<file path="src/sv/usan_pkg.sv">
package usan_pkg;

	localparam int unsigned QueueDepth = 8;
	localparam int unsigned QueuePtrW = $clog2(QueueDepth);
	localparam int unsigned QueueCntW = $clog2(QueueDepth + 1);
	localparam int unsigned GroupMax = 4;

	localparam logic [7:0] AsciiMax = 8'h7F;
	localparam logic [7:0] ContMask = 8'hC0;
	localparam logic [7:0] ContCode = 8'h80;
	localparam logic [7:0] Lead2Mask = 8'hE0;
	localparam logic [7:0] Lead2Code = 8'hC0;
	localparam logic [7:0] Lead3Mask = 8'hF0;
	localparam logic [7:0] Lead3Code = 8'hE0;
	localparam logic [7:0] Lead4Mask = 8'hF8;
	localparam logic [7:0] Lead4Code = 8'hF0;

	typedef struct packed {
		logic [2:0]      count;
		logic [3:0][7:0] bytes;
	} grp_t;

endpackage

</file>
<file path="src/sv/usan_core.sv">
module usan_core import usan_pkg::*; (
	input  logic       clk,
	input  logic       arst_n,
	input  logic       data_valid,
	output logic       data_ready,
	input  logic [7:0] data_byte,
	input  logic       end_of_message,
	input  logic       room,
	output grp_t       grp
);

	logic       valid_s1;
	logic [7:0] byte_s1;
	logic       eom_s1;
	logic       fire;

	logic [7:0] held_q [3];
	logic [2:0] exp_q;
	logic [1:0] cnt_q;

	logic       pending;
	logic       is_cont;
	logic       complete;
	logic [2:0] lead_len;

	logic [2:0] exp_d;
	logic [1:0] cnt_d;
	logic       store_cont;
	logic       store_lead;

	assign fire = valid_s1 && room;
	assign data_ready = !valid_s1 || room;

	always_ff @(posedge clk or negedge arst_n) begin
		if (!arst_n) begin
			valid_s1 <= 1'b0;
		end else if (data_ready) begin
			valid_s1 <= data_valid;
		end
	end

	always_ff @(posedge clk) begin
		if (data_ready && data_valid) begin
			byte_s1 <= data_byte;
			eom_s1 <= end_of_message;
		end
	end

	assign pending = exp_q != 3'd0;
	assign is_cont = (byte_s1 & ContMask) == ContCode;
	assign complete = ({1'b0, cnt_q} + 3'd1) >= exp_q;

	always_comb begin
		priority if ((byte_s1 & Lead2Mask) == Lead2Code) begin
			lead_len = 3'd2;
		end else if ((byte_s1 & Lead3Mask) == Lead3Code) begin
			lead_len = 3'd3;
		end else if ((byte_s1 & Lead4Mask) == Lead4Code) begin
			lead_len = 3'd4;
		end else begin
			lead_len = 3'd0;
		end
	end

	always_comb begin
		grp.count = 3'd0;
		exp_d = exp_q;
		cnt_d = cnt_q;
		store_cont = 1'b0;
		store_lead = 1'b0;
		for (int k = 0; k < GroupMax; k++) begin
			if (k < 3 && k < int'(cnt_q)) begin
				grp.bytes[k] = held_q[k];
			end else begin
				grp.bytes[k] = byte_s1;
			end
		end
		if (pending && is_cont) begin
			if (complete) begin
				grp.count = {1'b0, cnt_q} + 3'd1;
				exp_d = 3'd0;
				cnt_d = 2'd0;
			end else begin
				store_cont = 1'b1;
				cnt_d = cnt_q + 2'd1;
				if (eom_s1) begin
					exp_d = 3'd0;
					cnt_d = 2'd0;
				end
			end
		end else begin
			exp_d = 3'd0;
			cnt_d = 2'd0;
			if (byte_s1 <= AsciiMax) begin
				grp.count = 3'd1;
				grp.bytes[0] = byte_s1;
			end else if (lead_len != 3'd0 && !eom_s1) begin
				store_lead = 1'b1;
				exp_d = lead_len;
				cnt_d = 2'd1;
			end
		end
		if (!fire) begin
			grp.count = 3'd0;
			exp_d = exp_q;
			cnt_d = cnt_q;
			store_cont = 1'b0;
			store_lead = 1'b0;
		end
	end

	always_ff @(posedge clk or negedge arst_n) begin
		if (!arst_n) begin
			exp_q <= 3'd0;
			cnt_q <= 2'd0;
		end else begin
			exp_q <= exp_d;
			cnt_q <= cnt_d;
		end
	end

	always_ff @(posedge clk) begin
		if (store_lead) begin
			held_q[0] <= byte_s1;
		end else if (store_cont) begin
			held_q[cnt_q] <= byte_s1;
		end
	end

endmodule

</file>
<file path="src/sv/usan_outq.sv">
module usan_outq import usan_pkg::*; (
	input  logic                 clk,
	input  logic                 arst_n,
	input  grp_t                 grp,
	output logic                 room,
	output logic [QueueCntW-1:0] level,
	output logic                 result_valid,
	input  logic                 result_ready,
	output logic [7:0]           out_byte,
	output logic                 run_last
);

	logic [7:0]           byte_q [QueueDepth];
	logic                 last_q [QueueDepth];
	logic [QueuePtrW-1:0] wr_q;
	logic [QueuePtrW-1:0] rd_q;
	logic [QueueCntW-1:0] cnt_q;
	logic                 pop;

	assign pop = result_valid && result_ready;
	assign result_valid = cnt_q != '0;
	assign room = cnt_q <= QueueCntW'(QueueDepth - GroupMax);
	assign level = cnt_q;
	assign out_byte = byte_q[rd_q];
	assign run_last = last_q[rd_q];

	always_ff @(posedge clk or negedge arst_n) begin
		if (!arst_n) begin
			wr_q <= '0;
			rd_q <= '0;
			cnt_q <= '0;
		end else begin
			wr_q <= wr_q + QueuePtrW'(grp.count);
			rd_q <= rd_q + QueuePtrW'(pop);
			cnt_q <= cnt_q + QueueCntW'(grp.count) - QueueCntW'(pop);
		end
	end

	always_ff @(posedge clk) begin
		for (int k = 0; k < GroupMax; k++) begin
			if (k < int'(grp.count)) begin
				byte_q[wr_q + QueuePtrW'(k)] <= grp.bytes[k];
				last_q[wr_q + QueuePtrW'(k)] <= (k == int'(grp.count) - 1);
			end
		end
	end

endmodule

</file>
<file path="src/sv/utf8_stream_sanitizer.sv">
// Passes structurally well-formed UTF-8 and drops everything else.
// The input channel (data_valid, data_ready) carries one text byte per beat
// together with end_of_message on the last byte of a message. The output
// channel (result_valid, result_ready) carries one sanitized byte per beat;
// run_last is set on the final output beat caused by one input beat.
// An ASCII byte comes out alone. A complete multibyte sequence comes out as
// a burst of two to four beats when its last continuation byte arrives.
// Input bytes are taken one per cycle while the queue has room. Each byte
// is held in an input register, then its output beats are written into an
// eight-entry output queue, from which they are offered in order.
// The output side drains one beat per cycle while result_ready is high;
// input waits only while the queue lacks room for a full four-beat burst.
// Reset clears the queue and any pending sequence. While the receiver
// stalls, the queue fills and then the input stops; no beat is lost.
module utf8_stream_sanitizer import usan_pkg::*; (
	input  logic       clk,
	input  logic       arst_n,
	input  logic       data_valid,
	output logic       data_ready,
	input  logic [7:0] data_byte,
	input  logic       end_of_message,
	output logic       result_valid,
	input  logic       result_ready,
	output logic [7:0] out_byte,
	output logic       run_last
);

	grp_t                 grp;
	logic                 room;
	logic [QueueCntW-1:0] level;

	usan_core u_core (
		.clk            (clk),
		.arst_n         (arst_n),
		.data_valid     (data_valid),
		.data_ready     (data_ready),
		.data_byte      (data_byte),
		.end_of_message (end_of_message),
		.room           (room),
		.grp            (grp)
	);

	usan_outq u_outq (
		.clk          (clk),
		.arst_n       (arst_n),
		.grp          (grp),
		.room         (room),
		.level        (level),
		.result_valid (result_valid),
		.result_ready (result_ready),
		.out_byte     (out_byte),
		.run_last     (run_last)
	);

	a_group_size: assert property (@(posedge clk) disable iff (!arst_n)
		grp.count <= 3'(GroupMax))
		else $error("output group larger than four beats");

	a_write_has_room: assert property (@(posedge clk) disable iff (!arst_n)
		grp.count != 3'd0 |-> level <= QueueCntW'(QueueDepth - GroupMax))
		else $error("group written without queue room");

	a_level_bound: assert property (@(posedge clk) disable iff (!arst_n)
		level <= QueueCntW'(QueueDepth))
		else $error("output queue overflow");

	a_write_shows: assert property (@(posedge clk) disable iff (!arst_n)
		grp.count != 3'd0 |=> result_valid)
		else $error("written group not offered");

endmodule
</file>
<file path="config.mk">
export PLATFORM = sky130hd
export DESIGN_NAME = utf8_stream_sanitizer
export DESIGN_NICKNAME = d
export VERILOG_FILES = /design/src/sv/usan_pkg.sv /design/src/sv/usan_core.sv /design/src/sv/usan_outq.sv /design/src/sv/utf8_stream_sanitizer.sv
export SDC_FILE = /design/constraint.sdc
export NUM_CORES = 1
export LEC_CHECK = 0
export BUFFER_PORTS_ARGS = -buffer_cell sky130_fd_sc_hd__buf_2
export CELL_PAD_IN_SITES_DETAIL_PLACEMENT = 1
export CELL_PAD_IN_SITES_GLOBAL_PLACEMENT = 2
export CORE_MARGIN = 4
export CORE_UTILIZATION = 38
export CTS_CLUSTER_DIAMETER = 50
export DETAILED_ROUTE_END_ITERATION = 8
export PLACE_DENSITY_LB_ADDON = 0.1
export SYNTH_ARGS = -nofsm -noshare
export SYNTH_HDL_FRONTEND = slang
export SYNTH_SLANG_ARGS = --single-unit
</file>
<file path="constraint.sdc">
create_clock -name clk -period 4.5 [get_ports clk]
set_input_delay 0 -clock clk [delete_from_list [all_inputs] [get_ports clk]]
set_output_delay 0 -clock clk [all_outputs]
set_load 0.02 [all_outputs]
</file>
-- Word-level counts from Yosys, hierarchy flattened
Memories as Yosys holds them, arrays and structs flattened.
Index checks and enable logic that the tools add are counted.
- flip-flop bits (word level): 25
- bits in writable memories: 96
- input bits: 13
- output and inout bits: 11
- word-level logic and storage cells: 98
- memories kept: 3
- memories (name ; depth ; width ; read ports ; clocked after Yosys merged registers in ; write ports ; line ; text):
    u_outq.byte_q ; 8 ; 8 ; 1 ; 0 ; 4 ; usan_outq.sv:13 ; logic [7:0] byte_q [QueueDepth];
    u_core.held_q ; 3 ; 8 ; 3 ; 0 ; 1 ; usan_core.sv:17 ; logic [7:0] held_q [3];
    u_outq.last_q ; 8 ; 1 ; 1 ; 0 ; 4 ; usan_outq.sv:14 ; logic last_q [QueueDepth];
- add/sub/neg operators: 10
- order comparisons: 10
- equality and inequality tests: 8
- muxes and demuxes: 45
- reductions and logical operators: 14
- operator list (kind ; count):
    == test 3 x 32 -> 1 bit, first input constant ; 2
    two-way mux 8 bit ; 6
    two-way mux 3 bit ; 11
    == test 2 x 32 -> 1 bit, first input constant ; 1
    logical NOT 32 bit ; 1
    two-way mux 1 bit ; 23
    two-way mux 2 bit ; 5
    <= comparator 8 x 7 -> 1 bit, second input constant ; 1
    OR reduction 8 bit ; 1
    adder 3 x 2 -> 3 bit, second input constant ; 2
    < comparator 1 x 3 -> 1 bit, first input constant ; 2
    < comparator 2 x 3 -> 1 bit, first input constant ; 2
    nonzero test 3 bit ; 2
    == test 5 bit, second input constant ; 1
    logical AND 1 bit ; 5
    adder 4 x 3 -> 4 bit ; 1
    == test 4 bit, second input constant ; 1
    <= comparator 4 x 3 -> 1 bit, second input constant ; 1
    < comparator 1 x 2 -> 1 bit, first input constant ; 2
    nonzero test 4 bit ; 1
    subtractor 3 x 1 -> 4 bit, second input constant ; 1
    subtractor 4 x 1 -> 4 bit ; 1
    adder 2 x 1 -> 3 bit, second input constant ; 1
    adder 3 x 1 -> 3 bit ; 1
    other kinds (11) ; 12

-- Depth between registers and ports, before layout
- word-level depth: 14
- gate-level depth with buffers: 15
- mapped depth without buffers: 13

-- Hierarchy
A second synthesis with hierarchy kept.
- cell total of the unflattened synthesis: 660
- area, all modules: 7563.5 um2
- modules (own cells, without submodules) (module ; instances ; cells an instance ; area an instance (um2) ; seq. area each (um2)):
    usan_outq ; 1 ; 542 ; 5808.1 ; 2412.3
    usan_core ; 1 ; 118 ; 1755.4 ; 1141.1

-- Least setup slack after synthesis
No wires, ideal clock.
- path kind: flip-flop to flip-flop
- from: reg u_core.cnt_q[1]
- to: mem u_core.held_q[2][0] (enable)
- setup time: 395 ps
- arrival: 2960 ps
- required time: 4105 ps
- path slack: 1145 ps
- cell stages (with the launch flop): 10
- path buffers: 2
- clock period less this slack: 3355 ps
- cells stage by stage: dfrtp_1 > clkbuf_1 > inv_1 > ha_1 > ha_1 > a21oi_1 > o21a_1 > buf_2 > nand2_1 > nor4_1
- longest elaborated chain between the ends: 10
- elaborated cells on any way between the ends: 11
- those cells by class: 1 x add/sub; 1 x order compare; 8 x mux; 1 x reduce/logical
- ends and longest elaborated chain (item ; line ; text):
    start, declared ; usan_core.sv:19 ; logic [1:0] cnt_q;
    start signal, assigned ; usan_core.sv:118 ; cnt_q <= cnt_d;
    adder 2 x 1 -> 3 bit ; usan_core.sv:51 ; assign complete = ({1'b0, cnt_q} + 3'd1) >= exp_q;
    >= comparator 3 bit ; usan_core.sv:51 ;
    two-way mux 1 bit ; usan_core.sv:79 ; if (complete) begin
    two-way mux 1 bit ; usan_core.sv:78 ; if (pending && is_cont) begin
    two-way mux 1 bit ; usan_core.sv:103 ; if (!fire) begin
    two-way mux 1 bit ; usan_core.sv:125 ; end else if (store_cont) begin
    two-way mux 1 bit ; usan_core.sv:123 ; if (store_lead) begin
    two-way mux 1 bit (implied by the code) ; usan_core.sv:126 ; held_q[cnt_q] <= byte_s1;
    OR reduction 8 bit (no source line) ; -- ;
    two-way mux 2 bit (no source line) or two-way mux 1 bit (tied branches) ; -- ;
    end, declared ; usan_core.sv:17 ;
Several ways; a longest one is shown, not always the timed one.

==> flow_summary.rst <==
.. list-table::
   :header-rows: 1

   * - Metric
     - Value
   * - Ordered cell list for the critical path
     - ha_1 -> ha_1 -> nand2_1 -> o21ai_2 -> nand3_2 -> o21bai_2 -> nand3b_1
   * - Number of max-cap violations
     - 0
   * - Detailed Place HPWL
     - 18800 um
   * - Largest area contributor in the synthesized netlist
     - sky130_fd_sc_hd__edfxtp_1
   * - Worst clock skew
     - 0.0143 ns
   * - Drc violations
     - 0
   * - Required @ worst endpoint
     - 4.56 ns
   * - Count of mapped cells out of synthesis
     - 640
   * - Pin count of the biggest net entering global routing
     - 20
   * - Worst Tran Pin Value
     - 1.11 ns
   * - Filler cells
     - 2038
   * - Post-synth EDFFs
     - 105
   * - Synthesized area
     - 7430 um^2
   * - Worst Setup Start Kind
     - flip-flop
   * - NumNets Final
     - 717
   * - I/O pins
     - 24
   * - Setup Viol. Count Final
     - 0
   * - Kind of critical path
     - flip-flop to flip-flop
   * - Synthesized netlist net count
     - 671
   * - Proportion of layout cells with a drive suffix above 1
     - 21.5%
   * - Number of iterations in the first detailed-routing pass
     - 5
   * - Topmost layer with routed signal wires
     - met4
   * - Number of global-route vias before repair
     - 5871
   * - Post-synthesis sequential area ratio
     - 47.8%
   * - Critical path's slowest cell
     - sky130_fd_sc_hd__ha_1
   * - CTS tree
     - yes
   * - Top flip-flop cell by instance count after synthesis
     - sky130_fd_sc_hd__edfxtp_1
   * - Async set or reset register ratio after synthesis
     - 13.2%
   * - Syn avg cell area
     - 11.6 um^2
   * - Routability congestion estimate
     - 0.881
   * - Family with the most delay on the worst path
     - compound AO/OA/AOI/OAI gates
   * - Starting density of the core
     - 39.2%
   * - Die area
     - 21800 um^2
   * - Floorplan die width
     - 148 um
   * - Clock sink count
     - 121
   * - Most used cell along the critical path
     - sky130_fd_sc_hd__ha_1
   * - Clock insertion delay at the later pin of the skew report
     - 0.43 ns
   * - Synthesis-to-finish area growth
     - 15.9%
   * - Min Tclk post-route
     - 3.93 ns
   * - Synth unique cells
     - 66
   * - Clock Path Buffers
     - 2
   * - Total met3 wirelength after detailed routing
     - 1800 um
   * - Maximum cell stage delay along the critical path
     - 0.66 ns
   * - Cell chosen for the clock root
     - sky130_fd_sc_hd__clkbuf_16
   * - Sum of negative setup slack
     - 0 ns
   * - Worst hold path type
     - input port to asynchronous set/reset pin
   * - Lkg Pwr
     - 3.03 nW
   * - Number of register bits inferred by synthesis
     - 121
   * - Met2 routed WL
     - 12400 um
   * - Count of nets left with antenna violations after detail routing
     - 0
   * - Remaining max-slew budget at the tightest pin
     - 23.8%
   * - Pwr per Cell Area
     - 621 nW/um^2
   * - Maximum fanout count along the critical path
     - 19
   * - Number of cells upsized or downsized after cts
     - 0
   * - Outcome
     - completed
   * - Post-Route M1 WL
     - 11900 um
   * - Routed via count divided by cell count
     - 6.17
   * - CTS clk-pin slew, worst paths
     - 0.06 ns
   * - Data arrival time of the critical path
     - 4.00 ns
   * - Aggregate global-route resource usage
     - 25.1%
   * - Count of synthesis-stage warnings from yosys
     - 0
   * - Drt total wl
     - 26900 um
   * - Core region area
     - 19000 um^2
   * - Number of core rows
     - 50
   * - Antenna violations before repair
     - 0
   * - Iteration-0 DRC Markers
     - 747
   * - Part of the cycle the worst path needs
     - 87.4%
   * - Yosys top cell area share
     - 42.4%
   * - Maximum resistive drop on vdd
     - 0.301 mV
   * - Die height
     - 148 um
   * - Vias after detailed routing
     - 5918
   * - PortBufs
     - 23
   * - Clock buffers created by TritonCTS
     - 17
   * - Final hold violation count
     - 0
   * - Combined buffer and inverter count along the critical path
     - 0
   * - # H-tree levels
     - 4
   * - Unrepaired setup endpoints after global routing
     - no
   * - Fmax
     - 0.254 GHz
   * - Wire length of the first global-routing pass
     - 39900 um
   * - Final global-route overflow total
     - 0
   * - Final Max Tran Viols
     - 0
   * - DR WL/cell
     - 28.0 um
   * - Number of antenna diodes
     - 0
   * - Endpoint type of the worst setup path
     - flip-flop
   * - Biggest area contributors in the synthesized netlist
     - sky130_fd_sc_hd__edfxtp_1 (42%), sky130_fd_sc_hd__a221o_1 (6.5%), sky130_fd_sc_hd__mux4_2 (5.5%)
   * - Total power
     - 5.35 mW
-- registers in the layout, summed over array words and instances (netlist names) --
register         cells
u_core.byte_s1       8
u_core.valid_s1      1
u_core.exp_q         3
u_core.held_q       24
u_outq.byte_q       64
u_outq.rd_q          3
u_outq.level         4
u_core.eom_s1        1
u_core.cnt_q         2
u_outq.wr_q          3
u_outq.last_q        8
-- routing by layer --
metal  vias up  global-route usage, %
li1       2638                      -
met1      3003                   35.8
met2       232                   39.1
met3        45                   4.35
met4         0                   8.27
met5         -                      0
-- path summary, 6_finish.rpt --
path	startpoint	to	slack, ns	cells after the start
setup / recovery	u_core.cnt_q[1]	u_outq.last_q[2]	0.57	7
hold / removal	arst_n	u_outq.level[3]	0.07	2
setup reg to reg	u_core.cnt_q[1]	u_outq.last_q[2]	0.57	7
hold reg to reg	u_core.exp_q[0]	u_core.exp_q[0]	0.57	2
max in group asynchronous	arst_n	u_outq.rd_q[2]	4.11	2
min in group clk	result_ready	u_outq.rd_q[0]	0.12	3
-- metrics by stage --
step | setup slack [ns] | instances | hold WS, ns | util (%) | instance area [um^2]
after floorplan | 1.15 | 640 | -0.296 | - | 7430
after global placement | 0.737 | 916 | -0.0193 | 41.9 | 7940
after detailed placement | 0.629 | 916 | -0.0221 | 41.9 | 7940
after CTS | 0.625 | 959 | 0.0644 | 45.4 | 8610
after global routing | 0.212 | 959 | 0.107 | 45.4 | 8610
final | 0.569 | 959 | 0.0672 | 45.4 | 8610
-- area by class of cell --
| class | instances | area [um^2] | share of cell area (%) |
|---|---|---|---|
| inverter | 23 | 86.3 | 1.00 |
| sequential | 121 | 3550 | 41.3 |
| timing repair buffer | 65 | 458 | 5.32 |
| clock buffer | 20 | 437 | 5.07 |
| tap | 260 | 325 | 3.78 |
| clock inverter | 12 | 125 | 1.45 |
| multi-input combinational | 458 | 3620 | 42.1 |
-- cell usage after synthesis, drive strengths merged, types with 3 or more instances --
master,count
a211oi,42
a21oi,13
a221o,48
a22oi,6
and2,14
and3,3
buf,15
clkbuf,23
dfrtp,16
edfxtp,105
ha,16
inv,23
mux2,20
mux2i,9
mux4,18
nand2,30
nand2b,10
nand3,14
nand3b,8
nand4,14
nor2,73
nor2b,4
nor3,25
nor4,9
nor4b,6
o21a,9
o21ai,25
o21bai,4
o22ai,6
xnor2,5
xor2,5
-- worst register-to-register path, cell delays in order (launching register included) --
cell and delay [ns]:
sky130_fd_sc_hd__dfrtp_1 0.61, sky130_fd_sc_hd__ha_1 0.66, sky130_fd_sc_hd__ha_1 0.24, sky130_fd_sc_hd__nand2_1 0.08, sky130_fd_sc_hd__o21ai_2 0.60, sky130_fd_sc_hd__nand3_2 0.42
sky130_fd_sc_hd__o21bai_2 0.51, sky130_fd_sc_hd__nand3b_1 0.47
-- timing repair --
action | in CTS | in global routing
hold buffers | 11 | 0
hold endpoints to repair | 26 | 0
buffers inserted | 0 | 0
-- cells in the final DEF (no fill, tap or decap), types with 6 or more instances in the layout --
| master | n |
|---|---|
| sky130_fd_sc_hd__nand3b_1 | 8 |
| sky130_fd_sc_hd__a22oi_1 | 6 |
| sky130_fd_sc_hd__nand4_1 | 14 |
| sky130_fd_sc_hd__dfrtp_1 | 16 |
| sky130_fd_sc_hd__buf_4 | 31 |
| sky130_fd_sc_hd__mux2i_1 | 9 |
| sky130_fd_sc_hd__a221o_1 | 48 |
| sky130_fd_sc_hd__nor3_1 | 22 |
| sky130_fd_sc_hd__dlygate4sd3_1 | 11 |
| sky130_fd_sc_hd__mux4_2 | 18 |
| sky130_fd_sc_hd__buf_2 | 23 |
| sky130_fd_sc_hd__a211oi_1 | 42 |
| sky130_fd_sc_hd__a21oi_1 | 13 |
| sky130_fd_sc_hd__o21a_1 | 8 |
| sky130_fd_sc_hd__mux2_2 | 18 |
| sky130_fd_sc_hd__nand2b_1 | 9 |
| sky130_fd_sc_hd__nand2_1 | 30 |
| sky130_fd_sc_hd__inv_1 | 22 |
| sky130_fd_sc_hd__nor2_1 | 71 |
| sky130_fd_sc_hd__o21ai_0 | 22 |
| sky130_fd_sc_hd__edfxtp_1 | 105 |
| sky130_fd_sc_hd__nand3_1 | 13 |
| sky130_fd_sc_hd__o22ai_1 | 6 |
| sky130_fd_sc_hd__and2_1 | 14 |
| sky130_fd_sc_hd__ha_1 | 16 |
| sky130_fd_sc_hd__clkbuf_16 | 17 |
-- cells by family (layout without fill, tap and decap cells) --
group           count (synthesis)  count (layout)  share of synthesized area, %
simple gates                  216             216                          16.7
xor+xnor                       10              10                          1.18
compound gates                167             167                          17.8
fa+ha+maj                      18              18                          3.23
buf+inv                        61             120                          3.54
mux                            47              47                          9.70
flops                         121             121                          47.8
-- report_power, final --
part	leakage [nW]	total [mW]	switching (mW)	internal, mW
clock network	0.270	1.32	0.514	0.810
registers	1.15	1.76	0.307	1.46
logic	1.61	2.26	1.39	0.869
No activity file was read; power rests on OpenSTA's default activity.
